$ cat config.mk
export PLATFORM = sky130hd
export DESIGN_NAME = dual_axis_pd_velocity_loop_flat
export DESIGN_NICKNAME = d
export VERILOG_FILES = /design/src/sv/pdvl_pkg.sv /design/src/sv/pdvl_if.sv /design/src/sv/dual_axis_pd_velocity_loop.sv /design/src/sv/pdvl_seq.sv /design/src/sv/pdvl_dp.sv /design/src/flat_wrapper.sv
export SDC_FILE = /design/constraint.sdc
export NUM_CORES = 2
export LEC_CHECK = 0
export BUFFER_PORTS_ARGS = -buffer_cell sky130_fd_sc_hd__clkbuf_2
export CAP_MARGIN = 20
export CORE_ASPECT_RATIO = 0.9
export CORE_UTILIZATION = 41
export CTS_CLUSTER_DIAMETER = 40
export DETAILED_ROUTE_END_ITERATION = 16
export HOLD_SLACK_MARGIN = 0.12
export SLEW_MARGIN = 10
export SYNTH_ARGS = -nofsm -noshare
export SYNTH_HDL_FRONTEND = slang
export SYNTH_SLANG_ARGS = --single-unit
$ cat constraint.sdc
create_clock -name clock -period 13.8 [get_ports clock]
set_input_delay 4.14 -clock clock [delete_from_list [all_inputs] [get_ports clock]]
set_output_delay 4.14 -clock clock [all_outputs]
set_load 0.01 [all_outputs]
$ cat src/sv/pdvl_pkg.sv
// ----------------------------------------------------------------------------
// pdvl_pkg
// Shared widths, control word layout, microprogram and saturation helper for
// the two-axis PD velocity loop.
// ----------------------------------------------------------------------------
package pdvl_pkg;

   localparam int CmdW     = 16;
   localparam int VelW     = 16;
   localparam int GainW    = 24;
   localparam int ScaleW   = 32;
   localparam int FracW    = 16;
   localparam int MulAW    = 32;
   localparam int MulBW    = 17;
   localparam int ProdW    = MulAW + MulBW;
   localparam int AccW     = 43;
   localparam int WideW    = 34;
   localparam int StepW    = 4;
   localparam int CsrIdxW  = 3;
   localparam int CsrDataW = 32;

   localparam logic [StepW-1:0] StepOutX = 4'd5;
   localparam logic [StepW-1:0] StepOutY = 4'd11;

   typedef enum logic [1:0] {
      MUL_NONE,
      MUL_SCALE,
      MUL_KP,
      MUL_KD
   } mul_sel_type;

   typedef enum logic [1:0] {
      ACC_HOLD,
      ACC_LOAD,
      ACC_ADD
   } acc_op_type;

   typedef enum logic [CsrIdxW-1:0] {
      CSR_KP_X,
      CSR_KP_Y,
      CSR_KD_X,
      CSR_KD_Y,
      CSR_SCALE_X,
      CSR_SCALE_Y,
      CSR_DERIV_EN
   } csr_idx_type;

   typedef struct packed {
      mul_sel_type      mul_sel;
      acc_op_type       acc_op;
      logic             err_load;
      logic             prev_load;
      logic             out_load;
      logic             axis;
      logic             jmp_nod;
      logic [StepW-1:0] target;
      logic             last;
   } ctl_type;

   typedef struct packed {
      logic busy;
      logic done;
   } seq_stat_type;

   function automatic ctl_type ucode(input logic [StepW-1:0] step);
      ctl_type w;
      w = '0;
      unique case (step)
         4'd0: begin
            w.mul_sel = MUL_SCALE;
         end
         4'd1: begin
            w.err_load = 1'b1;
            w.acc_op   = ACC_LOAD;
         end
         4'd2: begin
            w.mul_sel = MUL_KP;
         end
         4'd3: begin
            w.acc_op  = ACC_ADD;
            w.mul_sel = MUL_KD;
            w.jmp_nod = 1'b1;
            w.target  = StepOutX;
         end
         4'd4: begin
            w.acc_op    = ACC_ADD;
            w.prev_load = 1'b1;
         end
         4'd5: begin
            w.out_load = 1'b1;
         end
         4'd6: begin
            w.axis    = 1'b1;
            w.mul_sel = MUL_SCALE;
         end
         4'd7: begin
            w.axis     = 1'b1;
            w.err_load = 1'b1;
            w.acc_op   = ACC_LOAD;
         end
         4'd8: begin
            w.axis    = 1'b1;
            w.mul_sel = MUL_KP;
         end
         4'd9: begin
            w.axis    = 1'b1;
            w.acc_op  = ACC_ADD;
            w.mul_sel = MUL_KD;
            w.jmp_nod = 1'b1;
            w.target  = StepOutY;
         end
         4'd10: begin
            w.axis      = 1'b1;
            w.acc_op    = ACC_ADD;
            w.prev_load = 1'b1;
         end
         4'd11: begin
            w.axis     = 1'b1;
            w.out_load = 1'b1;
         end
         default: begin
            w.last = 1'b1;
         end
      endcase
      return w;
   endfunction

   // {clip, value}
   function automatic logic [CmdW:0] sat16(input logic signed [WideW-1:0] v);
      logic [CmdW:0] r;
      if (v > WideW'(signed'(32767))) begin
         r = {1'b1, 16'h7fff};
      end else if (v < -WideW'(signed'(32768))) begin
         r = {1'b1, 16'h8000};
      end else begin
         r = {1'b0, v[CmdW-1:0]};
      end
      return r;
   endfunction

endpackage

$ cat src/sv/pdvl_if.sv
// ----------------------------------------------------------------------------
// pdvl_if
// Valid/ready channels of the PD velocity loop: request, response and
// register write.
// ----------------------------------------------------------------------------
interface pdvl_req_if import pdvl_pkg::*; ();
   logic                   valid;
   logic                   ready;
   logic signed [CmdW-1:0] cmd_x;
   logic signed [CmdW-1:0] cmd_y;
   logic signed [VelW-1:0] vel_x;
   logic signed [VelW-1:0] vel_y;
   modport source (output valid, cmd_x, cmd_y, vel_x, vel_y, input ready);
   modport sink (input valid, cmd_x, cmd_y, vel_x, vel_y, output ready);
endinterface

interface pdvl_rsp_if import pdvl_pkg::*; ();
   logic                   valid;
   logic                   ready;
   logic signed [CmdW-1:0] out_x;
   logic signed [CmdW-1:0] out_y;
   logic                   clipped;
   modport source (output valid, out_x, out_y, clipped, input ready);
   modport sink (input valid, out_x, out_y, clipped, output ready);
endinterface

interface pdvl_csr_if import pdvl_pkg::*; ();
   logic                valid;
   logic                ready;
   logic [CsrIdxW-1:0]  index;
   logic [CsrDataW-1:0] data;
   modport source (output valid, index, data, input ready);
   modport sink (input valid, index, data, output ready);
endinterface

$ cat src/sv/dual_axis_pd_velocity_loop.sv
// ----------------------------------------------------------------------------
// Sequenced by the 13-step microprogram on one shared multiplier; with the D
// term off the derivative add is skipped. A new item is taken only once the
// sequencer is idle, even while the last response waits.
// Reset: synchronous, active high; clears gains and scales, sets
// derivative_enable, zeroes the stored errors and empties the response slot.
// ----------------------------------------------------------------------------
module dual_axis_pd_velocity_loop import pdvl_pkg::*; (
   input logic        clock,
   input logic        reset,
   pdvl_req_if.sink   req,
   pdvl_rsp_if.source rsp,
   pdvl_csr_if.sink   csr
);

   logic signed [GainW-1:0]  kp_x_ff, kp_y_ff, kd_x_ff, kd_y_ff;
   logic signed [ScaleW-1:0] scale_x_ff, scale_y_ff;
   logic                     deriv_en_ff;
   logic                     rsp_valid_ff;
   logic signed [CmdW-1:0]   rsp_x_ff, rsp_y_ff;
   logic                     rsp_clip_ff;

   logic                   start, can_finish;
   ctl_type                ctl;
   seq_stat_type           stat;
   logic signed [CmdW-1:0] dp_x, dp_y;
   logic                   dp_clip;

   assign req.ready  = !stat.busy;
   assign start      = req.valid && req.ready;
   assign can_finish = !rsp_valid_ff || rsp.ready;
   assign csr.ready  = 1'b1;

   pdvl_seq u_seq (
      .clock      (clock),
      .reset      (reset),
      .start      (start),
      .deriv_en   (deriv_en_ff),
      .can_finish (can_finish),
      .ctl        (ctl),
      .stat       (stat)
   );

   pdvl_dp u_dp (
      .clock   (clock),
      .reset   (reset),
      .start   (start),
      .ctl     (ctl),
      .cmd_x   (req.cmd_x),
      .cmd_y   (req.cmd_y),
      .vel_x   (req.vel_x),
      .vel_y   (req.vel_y),
      .kp_x    (kp_x_ff),
      .kp_y    (kp_y_ff),
      .kd_x    (kd_x_ff),
      .kd_y    (kd_y_ff),
      .scale_x (scale_x_ff),
      .scale_y (scale_y_ff),
      .out_x   (dp_x),
      .out_y   (dp_y),
      .clipped (dp_clip)
   );

   always_ff @(posedge clock) begin
      if (reset) begin
         kp_x_ff     <= '0;
         kp_y_ff     <= '0;
         kd_x_ff     <= '0;
         kd_y_ff     <= '0;
         scale_x_ff  <= '0;
         scale_y_ff  <= '0;
         deriv_en_ff <= 1'b1;
      end else if (csr.valid && csr.ready) begin
         unique case (csr.index)
            CSR_KP_X:     kp_x_ff     <= csr.data[GainW-1:0];
            CSR_KP_Y:     kp_y_ff     <= csr.data[GainW-1:0];
            CSR_KD_X:     kd_x_ff     <= csr.data[GainW-1:0];
            CSR_KD_Y:     kd_y_ff     <= csr.data[GainW-1:0];
            CSR_SCALE_X:  scale_x_ff  <= csr.data[ScaleW-1:0];
            CSR_SCALE_Y:  scale_y_ff  <= csr.data[ScaleW-1:0];
            CSR_DERIV_EN: deriv_en_ff <= csr.data[0];
            default: ;
         endcase
      end
   end

   always_ff @(posedge clock) begin
      if (reset) begin
         rsp_valid_ff <= 1'b0;
      end else if (stat.done) begin
         rsp_valid_ff <= 1'b1;
      end else if (rsp.ready) begin
         rsp_valid_ff <= 1'b0;
      end
   end

   always_ff @(posedge clock) begin
      if (stat.done) begin
         rsp_x_ff    <= dp_x;
         rsp_y_ff    <= dp_y;
         rsp_clip_ff <= dp_clip;
      end
   end

   assign rsp.valid   = rsp_valid_ff;
   assign rsp.out_x   = rsp_x_ff;
   assign rsp.out_y   = rsp_y_ff;
   assign rsp.clipped = rsp_clip_ff;

   a_done_slot_free: assert property (@(posedge clock) disable iff (reset)
      stat.done |-> (!rsp_valid_ff || rsp.ready))
      else $error("result published over a waiting response");

   a_start_busy: assert property (@(posedge clock) disable iff (reset)
      start |=> (stat.busy && !stat.done))
      else $error("sequencer not running after item accept");

   a_done_fills: assert property (@(posedge clock) disable iff (reset)
      stat.done |=> (rsp_valid_ff && !stat.busy))
      else $error("response slot not filled after finish");

endmodule

$ cat src/sv/pdvl_seq.sv
// ----------------------------------------------------------------------------
// pdvl_seq
// Step counter over the microprogram ROM; jumps past the derivative add when
// the D term is off and holds on the final step until the response slot frees.
// ----------------------------------------------------------------------------
module pdvl_seq import pdvl_pkg::*; (
   input  logic         clock,
   input  logic         reset,
   input  logic         start,
   input  logic         deriv_en,
   input  logic         can_finish,
   output ctl_type      ctl,
   output seq_stat_type stat
);

   logic [StepW-1:0] step_ff, step_in;
   logic             busy_ff, busy_in;
   ctl_type          word;

   always_comb word = ucode(step_ff);

   always_comb begin
      step_in   = step_ff;
      busy_in   = busy_ff;
      stat.busy = busy_ff;
      stat.done = 1'b0;
      priority if (start) begin
         busy_in = 1'b1;
         step_in = '0;
      end else if (busy_ff) begin
         priority if (word.last) begin
            if (can_finish) begin
               busy_in   = 1'b0;
               stat.done = 1'b1;
            end
         end else if (word.jmp_nod && !deriv_en) begin
            step_in = word.target;
         end else begin
            step_in = step_ff + 1'b1;
         end
      end
   end

   always_comb ctl = busy_ff ? word : '0;

   always_ff @(posedge clock) begin
      if (reset) begin
         step_ff <= '0;
         busy_ff <= 1'b0;
      end else begin
         step_ff <= step_in;
         busy_ff <= busy_in;
      end
   end

endmodule

$ cat src/sv/pdvl_dp.sv
// ----------------------------------------------------------------------------
// pdvl_dp
// Shared multiplier, accumulator, error and output registers driven by the
// control word, with the stored previous error of each axis.
// ----------------------------------------------------------------------------
module pdvl_dp import pdvl_pkg::*; (
   input  logic                     clock,
   input  logic                     reset,
   input  logic                     start,
   input  ctl_type                  ctl,
   input  logic signed [CmdW-1:0]   cmd_x,
   input  logic signed [CmdW-1:0]   cmd_y,
   input  logic signed [VelW-1:0]   vel_x,
   input  logic signed [VelW-1:0]   vel_y,
   input  logic signed [GainW-1:0]  kp_x,
   input  logic signed [GainW-1:0]  kp_y,
   input  logic signed [GainW-1:0]  kd_x,
   input  logic signed [GainW-1:0]  kd_y,
   input  logic signed [ScaleW-1:0] scale_x,
   input  logic signed [ScaleW-1:0] scale_y,
   output logic signed [CmdW-1:0]   out_x,
   output logic signed [CmdW-1:0]   out_y,
   output logic                     clipped
);

   logic signed [CmdW-1:0]  cmd_ff [2];
   logic signed [VelW-1:0]  vel_ff [2];
   logic signed [CmdW-1:0]  prev_ff [2];
   logic signed [CmdW-1:0]  out_ff [2];
   logic signed [CmdW-1:0]  err_ff;
   logic signed [ProdW-1:0] prod_ff;
   logic signed [AccW-1:0]  acc_ff;
   logic                    clip_ff;

   logic signed [CmdW-1:0]   cmd_sel, prev_sel;
   logic signed [GainW-1:0]  kp_sel, kd_sel;
   logic signed [ScaleW-1:0] scale_sel;
   logic signed [MulAW-1:0]  mul_a;
   logic signed [MulBW-1:0]  mul_b, diff;
   logic signed [ProdW-1:0]  prod_in, prod_rnd;
   logic signed [AccW-1:0]   acc_rnd;
   logic signed [WideW-1:0]  err_wide, out_wide;
   logic [CmdW:0]            err_sat, out_sat;

   always_comb begin
      cmd_sel   = cmd_ff[ctl.axis];
      prev_sel  = prev_ff[ctl.axis];
      kp_sel    = ctl.axis ? kp_y : kp_x;
      kd_sel    = ctl.axis ? kd_y : kd_x;
      scale_sel = ctl.axis ? scale_y : scale_x;
      diff      = {err_ff[CmdW-1], err_ff} - {prev_sel[CmdW-1], prev_sel};
   end

   always_comb begin
      unique case (ctl.mul_sel)
         MUL_SCALE: begin
            mul_a = scale_sel;
            mul_b = {vel_ff[ctl.axis][VelW-1], vel_ff[ctl.axis]};
         end
         MUL_KP: begin
            mul_a = {{(MulAW-GainW){kp_sel[GainW-1]}}, kp_sel};
            mul_b = {err_ff[CmdW-1], err_ff};
         end
         MUL_KD: begin
            mul_a = {{(MulAW-GainW){kd_sel[GainW-1]}}, kd_sel};
            mul_b = diff;
         end
         default: begin
            mul_a = '0;
            mul_b = '0;
         end
      endcase
   end

   always_comb begin
      prod_in  = mul_a * mul_b;
      prod_rnd = prod_ff + (ProdW'(1) <<< (FracW - 1));
      err_wide = {{(WideW-CmdW){cmd_sel[CmdW-1]}}, cmd_sel}
               - {prod_rnd[ProdW-1], prod_rnd[ProdW-1:FracW]};
      err_sat  = sat16(err_wide);
      acc_rnd  = acc_ff + (AccW'(1) <<< (FracW - 1));
      out_wide = {{(WideW-AccW+FracW){acc_rnd[AccW-1]}}, acc_rnd[AccW-1:FracW]};
      out_sat  = sat16(out_wide);
   end

   always_ff @(posedge clock) begin
      if (start) begin
         cmd_ff[0] <= cmd_x;
         cmd_ff[1] <= cmd_y;
         vel_ff[0] <= vel_x;
         vel_ff[1] <= vel_y;
      end
      if (ctl.mul_sel != MUL_NONE) begin
         prod_ff <= prod_in;
      end
      if (ctl.err_load) begin
         err_ff <= err_sat[CmdW-1:0];
      end
      unique case (ctl.acc_op)
         ACC_LOAD: acc_ff <= {{(AccW-CmdW-FracW){cmd_sel[CmdW-1]}}, cmd_sel, {FracW{1'b0}}};
         ACC_ADD:  acc_ff <= acc_ff + prod_ff[AccW-1:0];
         default:  acc_ff <= acc_ff;
      endcase
      if (ctl.out_load) begin
         out_ff[ctl.axis] <= out_sat[CmdW-1:0];
      end
   end

   always_ff @(posedge clock) begin
      if (reset) begin
         prev_ff[0] <= '0;
         prev_ff[1] <= '0;
         clip_ff    <= 1'b0;
      end else begin
         if (ctl.prev_load) begin
            prev_ff[ctl.axis] <= err_ff;
         end
         priority if (start) begin
            clip_ff <= 1'b0;
         end else if (ctl.err_load) begin
            clip_ff <= clip_ff | err_sat[CmdW];
         end else if (ctl.out_load) begin
            clip_ff <= clip_ff | out_sat[CmdW];
         end
      end
   end

   assign out_x   = out_ff[0];
   assign out_y   = out_ff[1];
   assign clipped = clip_ff;

endmodule

$ cat src/flat_wrapper.sv
// flat-port wrapper written by rule: the top's interface ports become plain ports
module dual_axis_pd_velocity_loop_flat import pdvl_pkg::*;
  (clock, reset, req_valid, req_cmd_x, req_cmd_y, req_vel_x, req_vel_y, req_ready, rsp_valid, rsp_out_x, rsp_out_y, rsp_clipped, rsp_ready, csr_valid, csr_index, csr_data, csr_ready);
  pdvl_req_if req_i ();
  pdvl_rsp_if rsp_i ();
  pdvl_csr_if csr_i ();
  input logic clock;
  input logic reset;
  input wire logic [$bits(req_i.valid)-1:0] req_valid;
  input wire logic [$bits(req_i.cmd_x)-1:0] req_cmd_x;
  input wire logic [$bits(req_i.cmd_y)-1:0] req_cmd_y;
  input wire logic [$bits(req_i.vel_x)-1:0] req_vel_x;
  input wire logic [$bits(req_i.vel_y)-1:0] req_vel_y;
  output wire logic [$bits(req_i.ready)-1:0] req_ready;
  output wire logic [$bits(rsp_i.valid)-1:0] rsp_valid;
  output wire logic [$bits(rsp_i.out_x)-1:0] rsp_out_x;
  output wire logic [$bits(rsp_i.out_y)-1:0] rsp_out_y;
  output wire logic [$bits(rsp_i.clipped)-1:0] rsp_clipped;
  input wire logic [$bits(rsp_i.ready)-1:0] rsp_ready;
  input wire logic [$bits(csr_i.valid)-1:0] csr_valid;
  input wire logic [$bits(csr_i.index)-1:0] csr_index;
  input wire logic [$bits(csr_i.data)-1:0] csr_data;
  output wire logic [$bits(csr_i.ready)-1:0] csr_ready;
  assign req_i.valid = req_valid;
  assign req_i.cmd_x = req_cmd_x;
  assign req_i.cmd_y = req_cmd_y;
  assign req_i.vel_x = req_vel_x;
  assign req_i.vel_y = req_vel_y;
  assign req_ready = req_i.ready;
  assign rsp_valid = rsp_i.valid;
  assign rsp_out_x = rsp_i.out_x;
  assign rsp_out_y = rsp_i.out_y;
  assign rsp_clipped = rsp_i.clipped;
  assign rsp_i.ready = rsp_ready;
  assign csr_i.valid = csr_valid;
  assign csr_i.index = csr_index;
  assign csr_i.data = csr_data;
  assign csr_ready = csr_i.ready;
  dual_axis_pd_velocity_loop u_core (.clock(clock), .reset(reset), .req(req_i), .rsp(rsp_i), .csr(csr_i));
endmodule
==> impl_metrics.toml <==
[run_status]
outcome = "complete, no violations"

[run]
drv_cap = 0

[yosys]
syn_nets = 5434
synth_area_per_cell_um2 = 9.037
synth-main-ff-cell = "edfxtp_1"
synth-simple-area-share_pct = 16.74
synth-async-reset-ratio_pct = 0
synth_top_family_by_area = "adder cells"
synth-compound-area-share_pct = 11.87
synthCells = 4593
synth.top_cells.by_count = "nand2_1 (841), inv_1 (639), fa_1 (524)"
synthAdderAreaFrac_pct = 31.69
synthDistinctLibCells = 87
post-synth-top-count-cell = "nand2_1"
synth_top_area_cell = "fa_1"
netlist.area_leader.share_pct = 25.27
synth_xor_area_share_pct = 3.355
synth_mux_area_share_pct = 1.070
synthTopCellsByArea = "fa_1 (25%), edfxtp_1 (19%), dfxtp_1 (8.1%)"
synth_edf_count = 269
ys_seq_area_share_pct = 27.56
syn_area_um2 = 41510
yosys_warnings = 0
ys_ff_latch = 437

[sta]
rsz0062_at_grt = "false"
setup_viol = 0
fmaxAchievable_mhz = 85.08
final-hold-violation-count = 0
maxSlewHeadroom_pct = 29.99
period_share_pct = 85.17
holdWs_ns = 0.4165
post-route-min-period_ns = 11.75
finalClockSkew_ns = 0.03085
slew_violations = 0
fin_setup_tns_ns = 0
worst_slew_pin_slew_ns = 1.046

[grt]
grt-ovfl-total = 0
antenna_found_initial = 1
track_usage_pct = 23.22
grt_pass1_wl_mm = 185.6
grt_max_degree = 82
grt_pass1_vias = 32460

[floorplanning]
design.die.area_um2 = 102500
boundaryPins = 140
rows = 110
die_width_um = 337.4
fp.dieH_um = 303.9
core_area_um2 = 100200
start_util_pct = 41.43

[setup_path]
crit_path_frequent_cell = "fa_1"
critPathLaunch = "u_core.u_seq.step_ff[0]"
worst_ep_required_time_ns = 14.19
crit_arrival_ns = 12.15
start_kind = "flop"
crit_fanout = 27
worstRegToRegCells = 41
slowest_stage = "o22ai_1"
critPathTopFamily = "compound AO/OA/AOI/OAI gates"
regToRegStartpoint = "u_core.u_seq.step_ff[0]"
worstSetupEndpointType = "flop"
rr_endpoint = "u_core.u_dp.prod_ff[42]"
slowest_delay_ns = 0.68
critPathBufInv = 6
ff2ff_setup_slack_ns = 2.05
crit_type = "flop to flop"

[detailed_routing]
via_per_inst = 5.395
route.vias.total = 32680
drtIter0Drc = 2690
post-route-drc-count = 0
drt_wl_total_mm = 117.6
drt_pass1_iterations = 7
routedWlPerCell_um = 19.41
final_antenna_net_count = 0

[final_layout]
fin_util_pct = 46.08
antennaDiodeCount = 0
final_cell_area_um2 = 46170
area_growth_pct = 11.24
finalNetCount = 5498
drive_gt1_share_pct = 8.001

[cts]
clk_pin_slew_ns = 0.06
clk_latency_ns = 0.62
cts_root_buf = "clkbuf_16"
numCtsBuffers = 67
h-tree-depth = 3
tritoncts = "done"
clock-sinks = 437
cts_setup_buffers = 0
cts_buffer_depth = 3
hold_buffers = 0
cts_resized = 0

[place]
place_congestion = 0.8985
io_buffers = 138
dpl.hpwl_mm = 89.99
dpl-instance-area_um2 = 43710

[power_and_ir_drop]
total_power_w = 0.003879
p_clk_share_pct = 47.1
power_density_nw_per_um2 = 84.01
power_switching_w = 0.001115
ir_worst_vdd_v = 0.00008224
pwr-share-seq_pct = 37.7
p_sw_share_pct = 28.74
leakage_nw = 20.48
p_comb_share_pct = 15.2
internal-power_w = 0.002764

[min_path]
holdPathEnd = "rsp_out_y[3]"
min_from = "u_core.u_dp.out_ff[1][3]"
hold-path-cell-count = 0
hold_class = "flop to flop"
-- layout by cell type, fill, tap and decap left out, types with 70 or more instances in the layout --
cell and count:
xnor2_1 93, ha_1 212, edfxtp_1 269, o21ai_0 106, nor2_1 357, dfxtp_1 168
nand3_1 70, fa_1 524, and2_1 102, nand2_1 840, inv_1 638, clkbuf_2 137
a21oi_1 309
-- registers in the layout (all words and copies together) (netlist names), 24 cells and up --
name	count
u_core.u_dp.out_ff	32
u_core.scale_y_ff	32
u_core.u_dp.acc_ff	43
u_core.scale_x_ff	32
u_core.u_dp.prev_ff	32
u_core.u_dp.cmd_ff	32
u_core.kd_y_ff	24
u_core.kd_x_ff	24
u_core.u_dp.vel_ff	32
u_core.u_dp.prod_ff	49
u_core.kp_x_ff	24
u_core.kp_y_ff	24
-- per-layer routing --
metal  vias up  GRT usage, %  routed length (µm)
met4         0         6.724                3263
met1     16270         33.18               53100
li1      15140             -                   -
met3       176         3.537                8137
met5         -             0                   0
met2      1091         36.35               53080
-- kinds of logic after synthesis --
logic type / after synthesis
compound gates: 769
xor+xnor: 159
fa+ha+maj: 737
buf+inv: 843
flops: 437
mux: 43
other cells: 1
simple gates: 1604
-- area by class of cell --
type	count	area, µm²
Clock buffer	77	1787
Clock inverter	47	658.1
Fill cell	9756	54020
Inverter	639	2399
Multi-Input combinational cell	3313	27040
Sequential cell	437	11440
Tap cell	1344	1682
Timing Repair Buffer	199	1166
-- worst max-delay path by stage --
stage / to / cells after the start
2_1_floorplan: u_core.u_dp.prod_ff[42] / 43
3_3_place_gp: u_core.u_dp.prod_ff[42] / 36
3_5_place_dp: u_core.u_dp.prod_ff[42] / 35
4_1_cts: u_core.u_dp.prod_ff[42] / 36
5_1_grt: u_core.u_dp.prod_ff[42] / 38
6_report: u_core.u_dp.prod_ff[42] / 41
-- metrics by stage --
step	instances	setup slack, ns
final	6056	2.046
after global routing	6056	1.225
after CTS	6054	2.008
after detailed placement	5930	2.067
after global placement	5929	2.325
after floorplan	4593	2.566
-- worst register-to-register path: cells and delay by family, from the launching register on --
| kind | cells | cell delay [ns] |
|---|---|---|
| buf+inv | 6 | 0.71 |
| compound gates | 18 | 4.45 |
| flops | 1 | 0.41 |
| simple gates | 7 | 1.61 |
| fa+ha+maj | 10 | 4.34 |
-- power groups by stage --
stage / Combinational, W / Sequential, W / Clock (W)
2_1_floorplan: 0.000405 / 0.00148 / 0
3_3_place_gp: 0.000576 / 0.00149 / 0
3_5_place_dp: 0.000581 / 0.00149 / 0
4_1_cts: 0.000584 / 0.00146 / 0.00186
5_1_grt: 0.000650 / 0.00147 / 0.00191
6_report: 0.000589 / 0.00146 / 0.00183
(Power assumes the default switching activity.)
